==> config.mk <==
export PLATFORM = sky130hd
export DESIGN_NAME = stick_rate_servo_mixer_unit
export DESIGN_NICKNAME = d
export VERILOG_FILES = /design/src/design/srsm_pkg.sv /design/src/design/srsm_axis_rate.sv /design/src/design/stick_rate_servo_mixer_unit.sv
export SDC_FILE = /design/constraint.sdc
export NUM_CORES = 2
export LEC_CHECK = 0
export ABC_AREA = 1
export BUFFER_PORTS_ARGS = -buffer_cell sky130_fd_sc_hd__buf_2
export CORE_AREA = 2 2 285 287
export DETAILED_ROUTE_END_ITERATION = 8
export DIE_AREA = 0 0 287 289
export PLACE_DENSITY = 0.64
export SLEW_MARGIN = 20
export SYNTH_ARGS = -nofsm -noshare
export SYNTH_HDL_FRONTEND = slang
export SYNTH_SLANG_ARGS = --single-unit
==> constraint.sdc <==
create_clock -name clk -period 11.2 [get_ports clk]
set_input_delay 0 -clock clk [delete_from_list [all_inputs] [get_ports clk]]
set_output_delay 0 -clock clk [all_outputs]
set_load 0.02 [all_outputs]
==> src/design/srsm_pkg.sv <==
// ============================================================================
// Stick rate servo mixer package
// Shared constants, register indexes and control types for the mixer.
// ============================================================================
package srsm_pkg;

    // Field widths
    localparam int STICK_W  = 11;
    localparam int THRUST_W = 10;
    localparam int BUTTON_W = 16;
    localparam int POS_W    = 16;
    localparam int GAIN_W   = 16;
    localparam int DEG_W    = 8;
    localparam int THR_W    = 11;
    localparam int CFG_IDX_W  = 3;
    localparam int CFG_DATA_W = 16;
    localparam int IN_DATA_W  = 64;
    localparam int OUT_DATA_W = 56;

    // Servo centers and flap angles in whole degrees
    localparam int AILERON_CENTER  = 90;
    localparam int ELEVATOR_CENTER = 90;
    localparam int RUDDER_CENTER   = 90;
    localparam logic [DEG_W-1:0] FLAP_UP_DEG   = 8'd0;
    localparam logic [DEG_W-1:0] FLAP_MID_DEG  = 8'd45;
    localparam logic [DEG_W-1:0] FLAP_DOWN_DEG = 8'd90;

    // Centers as Q8.8 positions
    localparam logic [POS_W-1:0] AILERON_POS_CENTER  = POS_W'(AILERON_CENTER * 256);
    localparam logic [POS_W-1:0] ELEVATOR_POS_CENTER = POS_W'(ELEVATOR_CENTER * 256);
    localparam logic [POS_W-1:0] RUDDER_POS_CENTER   = POS_W'(RUDDER_CENTER * 256);

    // Throttle: idle pulse width and divide-by-ten as multiply and shift.
    // x * 205 >> 11 equals x / 10 for every 10-bit x.
    localparam logic [THR_W-1:0] THROTTLE_IDLE_US = 11'd1000;
    localparam logic [7:0]       DIV10_MUL        = 8'd205;
    localparam int               DIV10_SHIFT      = 11;

    // Button bits
    localparam int BTN_ARM       = 0;
    localparam int BTN_FLAP_UP   = 2;
    localparam int BTN_RECENTER  = 3;
    localparam int BTN_FLAP_DOWN = 4;
    localparam int BTN_RELEASE   = 5;

    // Configuration register indexes
    typedef enum logic [CFG_IDX_W-1:0] {
        REG_DEAD_BAND  = 3'd0,
        REG_PITCH_GAIN = 3'd1,
        REG_ROLL_GAIN  = 3'd2,
        REG_YAW_GAIN   = 3'd3,
        REG_PITCH_MAX  = 3'd4,
        REG_ROLL_MAX   = 3'd5,
        REG_YAW_MAX    = 3'd6
    } reg_index_t;

    // Configuration reset values
    localparam logic [9:0]        DEAD_BAND_RESET = 10'd50;
    localparam logic [GAIN_W-1:0] GAIN_RESET      = 16'd655;
    localparam logic [POS_W-1:0]  MAX_RESET       = 16'd46080;

    // Per-sample control handed to each axis integrator
    typedef struct packed {
        logic advance;
        logic recenter;
    } axis_ctrl_t;

endpackage

==> src/design/srsm_axis_rate.sv <==
// ============================================================================
// Stick rate axis integrator
// Holds one Q8.8 servo position and moves it by deadbanded stick times gain,
// clamped to zero and the axis limit, with an optional recenter.
// ============================================================================
module srsm_axis_rate #(
    parameter logic [srsm_pkg::POS_W-1:0] CENTER_POS = srsm_pkg::ELEVATOR_POS_CENTER
) (
    input  logic                                clk,
    input  logic                                rst_n,
    input  srsm_pkg::axis_ctrl_t                ctrl,
    input  logic signed [srsm_pkg::STICK_W-1:0] stick,
    input  logic [9:0]                          dead_band,
    input  logic [srsm_pkg::GAIN_W-1:0]         gain,
    input  logic [srsm_pkg::POS_W-1:0]          limit,
    output logic [srsm_pkg::POS_W-1:0]          pos_next
);

    logic [srsm_pkg::POS_W-1:0]   pos_reg;
    logic [srsm_pkg::STICK_W-1:0] mag;
    logic                         live;
    logic [26:0]                  prod;
    logic [17:0]                  step;
    logic signed [19:0]           sum;
    logic [srsm_pkg::POS_W-1:0]   clamped;

    // Magnitude of the stick; the most negative code maps to 1024.
    assign mag  = stick[srsm_pkg::STICK_W-1] ? (~stick + 11'd1) : stick;
    assign live = (mag >= {1'b0, dead_band});

    // Rate step, truncated toward zero on the magnitude.
    assign prod = {16'b0, mag} * {11'b0, gain};
    assign step = live ? prod[25:8] : 18'd0;

    // Signed sum of position and step.
    assign sum = stick[srsm_pkg::STICK_W-1]
               ? ($signed({4'b0, pos_reg}) - $signed({2'b0, step}))
               : ($signed({4'b0, pos_reg}) + $signed({2'b0, step}));

    // Clamp to zero and the limit.
    always_comb
    begin
        priority if (sum[19])
        begin
            clamped = '0;
        end
        else if (sum[18:0] > {3'b0, limit})
        begin
            clamped = limit;
        end
        else
        begin
            clamped = sum[15:0];
        end
    end

    // Recenter overrides the integrated value without clamping.
    assign pos_next = ctrl.recenter ? CENTER_POS : clamped;

    // Position register.
    always_ff @(posedge clk or negedge rst_n)
    begin
        if (!rst_n)
        begin
            pos_reg <= CENTER_POS;
        end
        else if (ctrl.advance)
        begin
            pos_reg <= pos_next;
        end
    end

endmodule

==> src/design/stick_rate_servo_mixer_unit.sv <==
// ============================================================================
// Stick rate servo mixer
// Turns manual-control samples into servo angles, flap, release, arm and
// throttle pulse width, integrating pitch, roll and yaw into kept positions.
// ============================================================================
// One sample is accepted per clock unless the input side stalls, and each
// sample yields one result through the input register, then the result
// register. The rate is set by the per-axis position update: deadband, one
// multiply, an add, a clamp, closing the loop on each position register. Results
// wait in the output register while new samples keep entering; the input side
// stalls only when both registers are full and the output is not taken.
// Configuration writes are taken in every cycle.
module stick_rate_servo_mixer_unit (
    input  logic                                clk,
    input  logic                                rst_n,
    // Input samples
    input  logic                                s_axis_tvalid,
    output logic                                s_axis_tready,
    // [10:0] pitch_stick, [21:11] roll_stick, [32:22] yaw_stick,
    // [42:33] thrust_stick, [58:43] button_word, [63:59] zero
    input  logic [srsm_pkg::IN_DATA_W-1:0]      s_axis_tdata,
    // Results
    output logic                                m_axis_tvalid,
    input  logic                                m_axis_tready,
    // [7:0] elevator_deg, [15:8] rudder_deg, [23:16] left_aileron_deg,
    // [31:24] right_aileron_deg, [39:32] flaps_deg, [40] release_open,
    // [41] armed_flag, [52:42] throttle_us, [55:53] zero
    output logic [srsm_pkg::OUT_DATA_W-1:0]     m_axis_tdata,
    // Configuration writes
    input  logic                                cfg_valid,
    output logic                                cfg_ready,
    input  logic [srsm_pkg::CFG_IDX_W-1:0]      cfg_index,
    input  logic [srsm_pkg::CFG_DATA_W-1:0]     cfg_data
);

    // Configuration registers
    logic [9:0]                  dead_band_reg;
    logic [srsm_pkg::GAIN_W-1:0] pitch_gain_reg;
    logic [srsm_pkg::GAIN_W-1:0] roll_gain_reg;
    logic [srsm_pkg::GAIN_W-1:0] yaw_gain_reg;
    logic [srsm_pkg::POS_W-1:0]  pitch_max_reg;
    logic [srsm_pkg::POS_W-1:0]  roll_max_reg;
    logic [srsm_pkg::POS_W-1:0]  yaw_max_reg;

    // Input register
    logic                                in_valid_reg;
    logic signed [srsm_pkg::STICK_W-1:0] pitch_reg;
    logic signed [srsm_pkg::STICK_W-1:0] roll_reg;
    logic signed [srsm_pkg::STICK_W-1:0] yaw_reg;
    logic [srsm_pkg::THRUST_W-1:0]       thrust_reg;
    logic [srsm_pkg::BUTTON_W-1:0]       button_reg;

    // Result register
    logic                                 out_valid_reg;
    logic [srsm_pkg::OUT_DATA_W-1:0]      out_data_reg;
    logic [srsm_pkg::OUT_DATA_W-1:0]      out_data_next;

    // Datapath
    logic                        advance;
    srsm_pkg::axis_ctrl_t        axis_ctrl;
    logic [srsm_pkg::POS_W-1:0]  elevator_pos;
    logic [srsm_pkg::POS_W-1:0]  aileron_pos;
    logic [srsm_pkg::POS_W-1:0]  rudder_pos;
    logic [srsm_pkg::POS_W-1:0]  left_pos;
    logic [srsm_pkg::DEG_W-1:0]  flaps_deg;
    logic [srsm_pkg::THRUST_W-1:0] thrust_live;
    logic [17:0]                 thrust_prod;
    logic [srsm_pkg::THR_W-1:0]  throttle_us;
    logic                        armed;

    // Handshake: the sample in the input register moves on when the result
    // register is free or being emptied.
    assign advance       = in_valid_reg && (!out_valid_reg || m_axis_tready);
    assign s_axis_tready = !in_valid_reg || advance;
    assign m_axis_tvalid = out_valid_reg;
    assign m_axis_tdata  = out_data_reg;
    assign cfg_ready     = 1'b1;

    // Configuration register writes; unknown indexes are ignored.
    always_ff @(posedge clk or negedge rst_n)
    begin
        if (!rst_n)
        begin
            dead_band_reg  <= srsm_pkg::DEAD_BAND_RESET;
            pitch_gain_reg <= srsm_pkg::GAIN_RESET;
            roll_gain_reg  <= srsm_pkg::GAIN_RESET;
            yaw_gain_reg   <= srsm_pkg::GAIN_RESET;
            pitch_max_reg  <= srsm_pkg::MAX_RESET;
            roll_max_reg   <= srsm_pkg::MAX_RESET;
            yaw_max_reg    <= srsm_pkg::MAX_RESET;
        end
        else if (cfg_valid && cfg_ready)
        begin
            unique case (srsm_pkg::reg_index_t'(cfg_index))
                srsm_pkg::REG_DEAD_BAND:  dead_band_reg  <= cfg_data[9:0];
                srsm_pkg::REG_PITCH_GAIN: pitch_gain_reg <= cfg_data;
                srsm_pkg::REG_ROLL_GAIN:  roll_gain_reg  <= cfg_data;
                srsm_pkg::REG_YAW_GAIN:   yaw_gain_reg   <= cfg_data;
                srsm_pkg::REG_PITCH_MAX:  pitch_max_reg  <= cfg_data;
                srsm_pkg::REG_ROLL_MAX:   roll_max_reg   <= cfg_data;
                srsm_pkg::REG_YAW_MAX:    yaw_max_reg    <= cfg_data;
                default:
                begin
                end
            endcase
        end
    end

    // Input register valid flag.
    always_ff @(posedge clk or negedge rst_n)
    begin
        if (!rst_n)
        begin
            in_valid_reg <= 1'b0;
        end
        else if (s_axis_tready)
        begin
            in_valid_reg <= s_axis_tvalid;
        end
    end

    // Input register payload.
    always_ff @(posedge clk)
    begin
        if (s_axis_tvalid && s_axis_tready)
        begin
            pitch_reg  <= s_axis_tdata[10:0];
            roll_reg   <= s_axis_tdata[21:11];
            yaw_reg    <= s_axis_tdata[32:22];
            thrust_reg <= s_axis_tdata[42:33];
            button_reg <= s_axis_tdata[58:43];
        end
    end

    // Axis integrators
    assign axis_ctrl.advance  = advance;
    assign axis_ctrl.recenter = button_reg[srsm_pkg::BTN_RECENTER];

    srsm_axis_rate #(
        .CENTER_POS (srsm_pkg::ELEVATOR_POS_CENTER)
    ) u_pitch (
        .clk       (clk),
        .rst_n     (rst_n),
        .ctrl      (axis_ctrl),
        .stick     (pitch_reg),
        .dead_band (dead_band_reg),
        .gain      (pitch_gain_reg),
        .limit     (pitch_max_reg),
        .pos_next  (elevator_pos)
    );

    srsm_axis_rate #(
        .CENTER_POS (srsm_pkg::AILERON_POS_CENTER)
    ) u_roll (
        .clk       (clk),
        .rst_n     (rst_n),
        .ctrl      (axis_ctrl),
        .stick     (roll_reg),
        .dead_band (dead_band_reg),
        .gain      (roll_gain_reg),
        .limit     (roll_max_reg),
        .pos_next  (aileron_pos)
    );

    srsm_axis_rate #(
        .CENTER_POS (srsm_pkg::RUDDER_POS_CENTER)
    ) u_yaw (
        .clk       (clk),
        .rst_n     (rst_n),
        .ctrl      (axis_ctrl),
        .stick     (yaw_reg),
        .dead_band (dead_band_reg),
        .gain      (yaw_gain_reg),
        .limit     (yaw_max_reg),
        .pos_next  (rudder_pos)
    );

    // Left aileron mirrors the right one about the roll limit, floored at zero.
    assign left_pos = (aileron_pos > roll_max_reg) ? '0 : (roll_max_reg - aileron_pos);

    // Flap selection: up wins over down, mid when neither is pressed.
    always_comb
    begin
        priority if (button_reg[srsm_pkg::BTN_FLAP_UP])
        begin
            flaps_deg = srsm_pkg::FLAP_UP_DEG;
        end
        else if (button_reg[srsm_pkg::BTN_FLAP_DOWN])
        begin
            flaps_deg = srsm_pkg::FLAP_DOWN_DEG;
        end
        else
        begin
            flaps_deg = srsm_pkg::FLAP_MID_DEG;
        end
    end

    // Throttle: deadbanded thrust divided by ten, added to idle when armed.
    assign armed       = button_reg[srsm_pkg::BTN_ARM];
    assign thrust_live = (thrust_reg < dead_band_reg) ? '0 : thrust_reg;
    assign thrust_prod = {8'b0, thrust_live} * {10'b0, srsm_pkg::DIV10_MUL};
    assign throttle_us = armed
                       ? (srsm_pkg::THROTTLE_IDLE_US
                          + {4'b0, thrust_prod[17:srsm_pkg::DIV10_SHIFT]})
                       : srsm_pkg::THROTTLE_IDLE_US;

    // Result packing.
    assign out_data_next = {3'b0,
                            throttle_us,
                            armed,
                            button_reg[srsm_pkg::BTN_RELEASE],
                            flaps_deg,
                            aileron_pos[15:8],
                            left_pos[15:8],
                            rudder_pos[15:8],
                            elevator_pos[15:8]};

    // Result register valid flag.
    always_ff @(posedge clk or negedge rst_n)
    begin
        if (!rst_n)
        begin
            out_valid_reg <= 1'b0;
        end
        else if (advance)
        begin
            out_valid_reg <= 1'b1;
        end
        else if (m_axis_tready)
        begin
            out_valid_reg <= 1'b0;
        end
    end

    // Result register payload.
    always_ff @(posedge clk)
    begin
        if (advance)
        begin
            out_data_reg <= out_data_next;
        end
    end

endmodule
Yosys cells after proc, flatten, opt, wreduce, memory -nomap -nowiden
Index checks and enable logic that the tools add are counted.
Widths: inputs -> output; s select.
- output and inout bits: 59
- word-level logic and storage cells: 90
- input port bits: 88
- register bits after elaboration: 257
- bitwise gates (word level): 3
- multiplexer cells: 22
- reductions and logical operators: 15
- add/sub/neg operators: 11
- order comparisons: 8
- eq/ne operators: 6
- $mul: 4
- operators by type and width (cell ; count):
    $mux 16 ; 9
    $mul 11x16->26 ; 3
    $mux 20 ; 3
    $add 16x18->19 ; 3
    $gt 19x16->1 ; 3
    $sub 16x18->19 ; 3
    $mux 18 ; 3
    $add 11x1->11 const B ; 3
    $ge 11x10->1 ; 3
    $mux 11 ; 3
    $not 11->11 ; 3
    $mul 10x8->18 const B ; 1
    $gt 16x16->1 ; 1
    $sub 16x16->16 ; 1
    $reduce_and 2->1 ; 7
    $add 10x7->11 const A ; 1
    $lt 10x10->1 ; 1
    $mux 10 ; 1
    $eq 3x3->1 const B ; 3
    $mux 7 ; 1
    $eq 3x2->1 const B ; 2
    $eq 3x1->1 const B ; 1
    $logic_not 3->1 ; 1
    $logic_and 1x1->1 ; 2
    4 further kinds ; 7

Depth between registers and ports, before layout
- depth in word-level cells: 12
- gate-level depth with buffers: 78
- depth with buffers taken out: 74

By module
A second synthesis with hierarchy kept.
- cells, all modules: 5143
- area total of the unflattened synthesis: 37751.2 µm²
- modules (own cells, without submodules) (module ; sequential area each (µm²) ; times used ; area an instance (µm²) ; cells an instance):
    stick_rate_servo_mixer_unit ; 5596.6 ; 1 ; 9643.0 ; 918
    srsm_axis_rate at u_yaw ; 405.4 ; 1 ; 9490.4 ; 1406
    srsm_axis_rate at u_roll ; 405.4 ; 1 ; 9322.7 ; 1411
    srsm_axis_rate at u_pitch ; 405.4 ; 1 ; 9295.2 ; 1408

Least setup slack after synthesis
Ideal clock, no wire load.
- path type: reg2reg
- start point: reg roll_reg[0] (netlist bit)
- end point: reg out_data_reg, in the netlist m_axis_tdata[18] (data pin)
- buffers on the path: 5
- library setup time: 289 ps
- data required time: 10911 ps
- arrival: 10425 ps
- clock period less this slack: 10714 ps
- stages on the path, launching flop included: 65
- slack: 486 ps
- path through: edfxtp_1 buf_2 buf_1 inv_1 ha_1 inv_1 nor2_2 inv_2 o21ai_0 xor2_1 clkbuf_1 nand2_1 fa_1 fa_1 fa_1 inv_1 fa_1 inv_1 [29 not listed] nand2_1 nor2_1 nand3_1 nand2_1 nand2_1 nor2_2 nand2_2 nor2_4 buf_2 nand2_1 o211ai_1 nand2_1 inv_1 ha_1 a21oi_1 o21ai_0 a221oi_1 a21boi_0
- word-level cells in the longest chain between the ends: 12
- elaborated cells on any way between the ends: 15
- classes of those cells: add/sub: 4; mul: 1; order compare: 3; mux: 6; bitwise: 1
- ends and longest elaborated chain (item ; RTL line ; text):
    start, declared ; stick_rate_servo_mixer_unit.sv:48 ; logic signed [srsm_pkg::STICK_W-1:0] roll_reg;
    start signal, assigned ; stick_rate_servo_mixer_unit.sv:128 ; roll_reg <= s_axis_tdata[21:11];
    $not 11->11 ; srsm_axis_rate.sv:28 ; assign mag = stick[srsm_pkg::STICK_W-1] ? (~stick + 11'd1) : stick;
    $add 11x1->11 ; srsm_axis_rate.sv:28 ;
    $mux 11 (*) ; srsm_axis_rate.sv:28 ;
    $mul 11x16->26 / $ge 11x10->1 (equally long branches) ; srsm_axis_rate.sv:32, srsm_axis_rate.sv:29 ;
    $mux 18 (*) ; srsm_axis_rate.sv:33 ; assign step = live ? prod[25:8] : 18'd0;
    $add 16x18->19 / $sub 16x18->19 (equally long branches) ; srsm_axis_rate.sv:38, srsm_axis_rate.sv:37 ;
    $mux 20 (*) ; srsm_axis_rate.sv:37 ; ? ($signed({4'b0, pos_reg}) - $signed({2'b0, step}))
    $gt 19x16->1 ; srsm_axis_rate.sv:47 ; else if (sum[18:0] > {3'b0, limit})
    $mux 16 ; srsm_axis_rate.sv:47 ;
    $mux 16 (*) ; srsm_axis_rate.sv:43 ; priority if (sum[19])
    $mux 16 (*) ; srsm_axis_rate.sv:58 ; assign pos_next = ctrl.recenter ? CENTER_POS : clamped;
    named net aileron_pos, one bit ; stick_rate_servo_mixer_unit.sv:62 ; logic [srsm_pkg::POS_W-1:0] aileron_pos;
    $gt 16x16->1 (*) ; stick_rate_servo_mixer_unit.sv:179 ; assign left_pos = (aileron_pos > roll_max_reg) ? '0 : (roll_max_reg - aileron_pos);
    end signal, assigned ; stick_rate_servo_mixer_unit.sv:240 ; out_data_reg <= out_data_next;
    end, declared ; stick_rate_servo_mixer_unit.sv:55 ; logic [srsm_pkg::OUT_DATA_W-1:0] out_data_reg;
Mark *: on every way through the listed nets, which the timed path passes. The rest lies on a longest branch.
A chain may end at the register's enable or synchronous reset.

Worst setup path in the final report
- start point: reg roll_reg[1] (netlist bit)
- end point: reg out_data_reg, in the netlist m_axis_tdata[18] (data pin)
- word-level cells in the longest chain between the ends: 12
- elaborated cells on any way between the ends: 15
- classes of those cells: add/sub: 4; mul: 1; order compare: 3; mux: 6; bitwise: 1
- ends and longest elaborated chain (item ; RTL line):
    $not 11->11 ; srsm_axis_rate.sv:28
    $add 11x1->11 ; srsm_axis_rate.sv:28
    $mux 11 (*) ; srsm_axis_rate.sv:28
    $mul 11x16->26 / $ge 11x10->1 (equally long branches) ; srsm_axis_rate.sv:32, srsm_axis_rate.sv:29
    $mux 18 (*) ; srsm_axis_rate.sv:33
    $add 16x18->19 / $sub 16x18->19 (equally long branches) ; srsm_axis_rate.sv:38, srsm_axis_rate.sv:37
    $mux 20 (*) ; srsm_axis_rate.sv:37
    $gt 19x16->1 ; srsm_axis_rate.sv:47
    $mux 16 ; srsm_axis_rate.sv:47
    $mux 16 (*) ; srsm_axis_rate.sv:43
    $mux 16 (*) ; srsm_axis_rate.sv:58
    $sub 16x16->16 / $gt 16x16->1 (equally long branches) ; stick_rate_servo_mixer_unit.sv:179
Every way passes the cells marked *; elsewhere a longest branch is shown, timed or not.

==> reports/qor.txt <==
GRT
--------------------------------------------------------------------------------------
Remaining global-route overflow                                                      0
Maximum number of pins on one net before global-route repair                        81
Wire length of the first global-routing pass                                  160.1 mm
Vias in the first global route                                                   30030
Antenna violations before repair                                                     7
All-Layer GR Usage                                                              24.27%

PLACED DESIGN
--------------------------------------------------------------------------------------
Port-buffer cells                                                                  125
Dpl hpwl                                                                      79.89 mm
Standard cell area after detailed placement                                 37590 um^2
GP Congestion                                                                   0.9436

CELLS AND AREA
--------------------------------------------------------------------------------------
Number of flip-flops in the largest register                                        47
Layout cells sized above 1                                                      9.403%
Area of all placed cells without fillers                                    39820 um^2
Highest-count cells in the layout ignoring fill and taps                  sky130_fd_sc_hd__nand2_1 (1033), sky130_fd_sc_hd__inv_1 (912), sky130_fd_sc_hd__nor2_1 (420), sky130_fd_sc_hd__ha_1 (414), sky130_fd_sc_hd__fa_1 (392)
Area Overhead vs Synth                                                          11.50%
Most common cell after layout, fill and taps aside                        sky130_fd_sc_hd__nand2_1
Number of nets in the layout                                                      5722
Filler Cells Inserted                                                             7798

CRITICAL PATH
--------------------------------------------------------------------------------------
Peak per-stage delay on the critical path                                       600 ps
Worst path arrival time                                                       10870 ps
Launching element of the worst setup path                                  roll_reg[1]
Path type of the worst setup path                                         flop to flop
Top cell by count, worst path                                             sky130_fd_sc_hd__nand2_1
Required time of the critical path                                            11580 ps
Critical Path Slowest Stage Cell                                          sky130_fd_sc_hd__fa_1
Maximum fanout count along the critical path                                        20
CP endpoint kind                                                                  flop
Startpoint Class                                                                  flop
Worst reg2reg startpoint                                                   roll_reg[1]

TIMING
--------------------------------------------------------------------------------------
Endpoints failing hold                                                               0
Worst relative slew slack                                                       34.62%
Highest attainable clock frequency                                           95.36 MHz
Worst Tran Pin Value                                                          978.4 ps
Largest clock skew in the final design                                        45.38 ps
Pins Over Slew Limit                                                                 0
Fin crit share                                                                  93.63%
Count of endpoints failing setup in the final report                                 0
Clock period minus worst slack                                                10490 ps

CTS
--------------------------------------------------------------------------------------
Clock sink total                                                                   251
Deepest clock path buffer count                                                      3
Clock tree from TritonCTS                                                         done
# H-tree levels                                                                      1
Clk Latency, worst-skew pair                                                    640 ps
Clock slew at the register clock pins of the worst setup and hold paths          60 ps
Number of clock buffers inserted by TritonCTS                                       31
CTS root buffer                                                           sky130_fd_sc_hd__clkbuf_16

ROUTING
--------------------------------------------------------------------------------------
Detail-routed via count per cell                                                 5.108
Number of nets with antenna violations after routing                                 0
Via count                                                                        30150
Number of remaining DRC errors                                                       0
Initial detailed-routing violation count                                          2060
Wire per inst                                                                 16.85 um
First-pass detailed-route iteration total                                            6
Detailed Route WL                                                             99.45 mm

YOSYS
--------------------------------------------------------------------------------------
Mux cell area share after synthesis                                           0.08408%
Ys async rst share                                                              62.15%
Simple-gate area share of the yosys netlist                                     20.23%
Adder-cell area share of the yosys netlist                                      36.97%
Area fraction in compound gates after synthesis                                 10.25%
Unique cell type count in the Yosys netlist                                         66
Mean instance size in the synthesized netlist                               7.697 um^2
Gate Count Post-Synth                                                             4640
Post-Syn Area                                                               35720 um^2
Main combinational cell family by area after synthesis                     adder cells
Dominant cells by area after synthesis                                    sky130_fd_sc_hd__fa_1 (22%), sky130_fd_sc_hd__ha_1 (15%), sky130_fd_sc_hd__nand2_1 (11%), sky130_fd_sc_hd__inv_1 (9.7%), sky130_fd_sc_hd__edfxtp_1 (8.0%)
Cell type with the largest total area after synthesis                     sky130_fd_sc_hd__fa_1
#FFs+latches synth                                                                 251
Sequential share of the synthesized area                                        19.08%
Most common flop cell mapped by yosys                                     sky130_fd_sc_hd__dfrtp_1
Synth top area share                                                            21.97%
XOR/XNOR share of the synthesized area                                          1.766%
Number of warnings reported in the yosys synthesis log                               0
EDFF count, synth                                                                   95

FLOORPLAN
--------------------------------------------------------------------------------------
DIE HEIGHT                                                                      289 um
Boundary pin count                                                                 147
Core footprint                                                              79900 um^2
Effective utilization at floorplan                                              44.70%
Number of standard-cell rows in the floorplan                                      104
Width of the die                                                                287 um
DIE AREA                                                                    82940 um^2

WORST HOLD PATH
--------------------------------------------------------------------------------------
Launch instance of the worst min-delay path                               cfg_index[0]
Type of the worst min-delay path                                          primary input to flop

OUTCOME
--------------------------------------------------------------------------------------
Outcome                                                                   complete, no violations

FLOW RUN
--------------------------------------------------------------------------------------
MaxCap Viol Count                                                                    0

[through the flow]
| step | setup slack (ps) | cells | utilization (%) | TNS, ps | hold WS [ps] |
|---|---|---|---|---|---|
| 6_report | 713.9 | 5902 | 49.85 | 0 | 61.70 |
| 5_1_grt | -44.60 | 5899 | 49.84 | -177.8 | 67.43 |
| 4_1_cts | 237.0 | 5881 | 49.23 | 0 | 47.67 |
| 3_5_place_dp | 297.3 | 5752 | 47.05 | 0 | 87.27 |
| 3_3_place_gp | 437.5 | 5752 | 47.05 | 0 | 93.95 |
| 2_1_floorplan | 486.2 | 4643 | - | 0 | -295.6 |
[critical path: cells and delay by family (launching register included)]
family / cells / cell delay [ps]
XOR/XNOR: 2 / 560
buffers and inverters: 17 / 1510
flip-flops: 1 / 420
adder cells (fa/ha/maj): 10 / 3920
AO/OA/AOI/OAI: 14 / 2290
AND/OR/NAND/NOR: 19 / 1490
[metal layers]
metal  share of wire [%]  track usage [%]  routed length [um]
met5               0.051                0                  51
met4                 2.8            6.589                2778
met3                 6.6            3.638                6575
met2                  45            39.42               45080
met1                  45            33.84               44970
[cell families (layout without fill, tap and decap cells)]
kind of cell | Yosys count | count (layout)
simple gates | 1746 | 1746
buf+inv | 1079 | 1275
fa+ha+maj | 820 | 820
compound gates | 667 | 667
flops | 251 | 251
xor+xnor | 72 | 72
mux | 3 | 3
other cells | 2 | 8
[cells in the mapped netlist (11+ instances only)]
cell	n
sky130_fd_sc_hd__a21o_1	14
sky130_fd_sc_hd__a21oi_1	247
sky130_fd_sc_hd__a31oi_1	11
sky130_fd_sc_hd__and2_1	12
sky130_fd_sc_hd__buf_1	25
sky130_fd_sc_hd__buf_4	13
sky130_fd_sc_hd__clkbuf_1	92
sky130_fd_sc_hd__dfrtp_1	111
sky130_fd_sc_hd__dfstp_2	45
sky130_fd_sc_hd__edfxtp_1	95
sky130_fd_sc_hd__fa_1	392
sky130_fd_sc_hd__ha_1	428
sky130_fd_sc_hd__inv_1	921
sky130_fd_sc_hd__nand2_1	1041
sky130_fd_sc_hd__nand2_2	14
sky130_fd_sc_hd__nand3_1	100
sky130_fd_sc_hd__nand4_1	31
sky130_fd_sc_hd__nor2_1	426
sky130_fd_sc_hd__nor3_1	45
sky130_fd_sc_hd__nor4_1	11
sky130_fd_sc_hd__o21a_1	12
sky130_fd_sc_hd__o21ai_0	262
sky130_fd_sc_hd__o21ai_1	37
sky130_fd_sc_hd__o21bai_1	16
sky130_fd_sc_hd__o31ai_1	11
sky130_fd_sc_hd__or2_2	17
sky130_fd_sc_hd__xor2_1	63
[repair_timing]
item / CTS / global route
hold buffers: 71 / 0
setup endpoints to repair: 0 / 54
setup buffers: 0 / 17
endpoints found under the hold margin: 240 / 0
resized for setup: 0 / 96
[worst paths after layout]
check	end	slack, ps	depth (start not counted)
max	m_axis_tdata[18]	710	62
max in group asynchronous	u_roll.pos_reg[10]	9110	4
max reg2reg	m_axis_tdata[18]	710	62
min in group asynchronous	roll_max_reg[9]	500	3
min	yaw_gain_reg[9]	60	3
min reg2reg	m_axis_tdata[40]	430	0
[area by class of cell]
type	instances	area (um^2)	share of cell area, %
diodes	3	7.507	0.01885
clock buffers	44	897.1	2.253
clock inverters	14	136.4	0.3425
inverters	936	3526	8.854
multi-input cells	3313	25090	63.01
flip-flops and latches	251	6813	17.11
well taps	1060	1326	3.330
repair buffers	281	2026	5.087
Power is left out: the tool's default activity adds up to more than one toggle a clock period on the data nets, which glitch-free logic cannot reach.
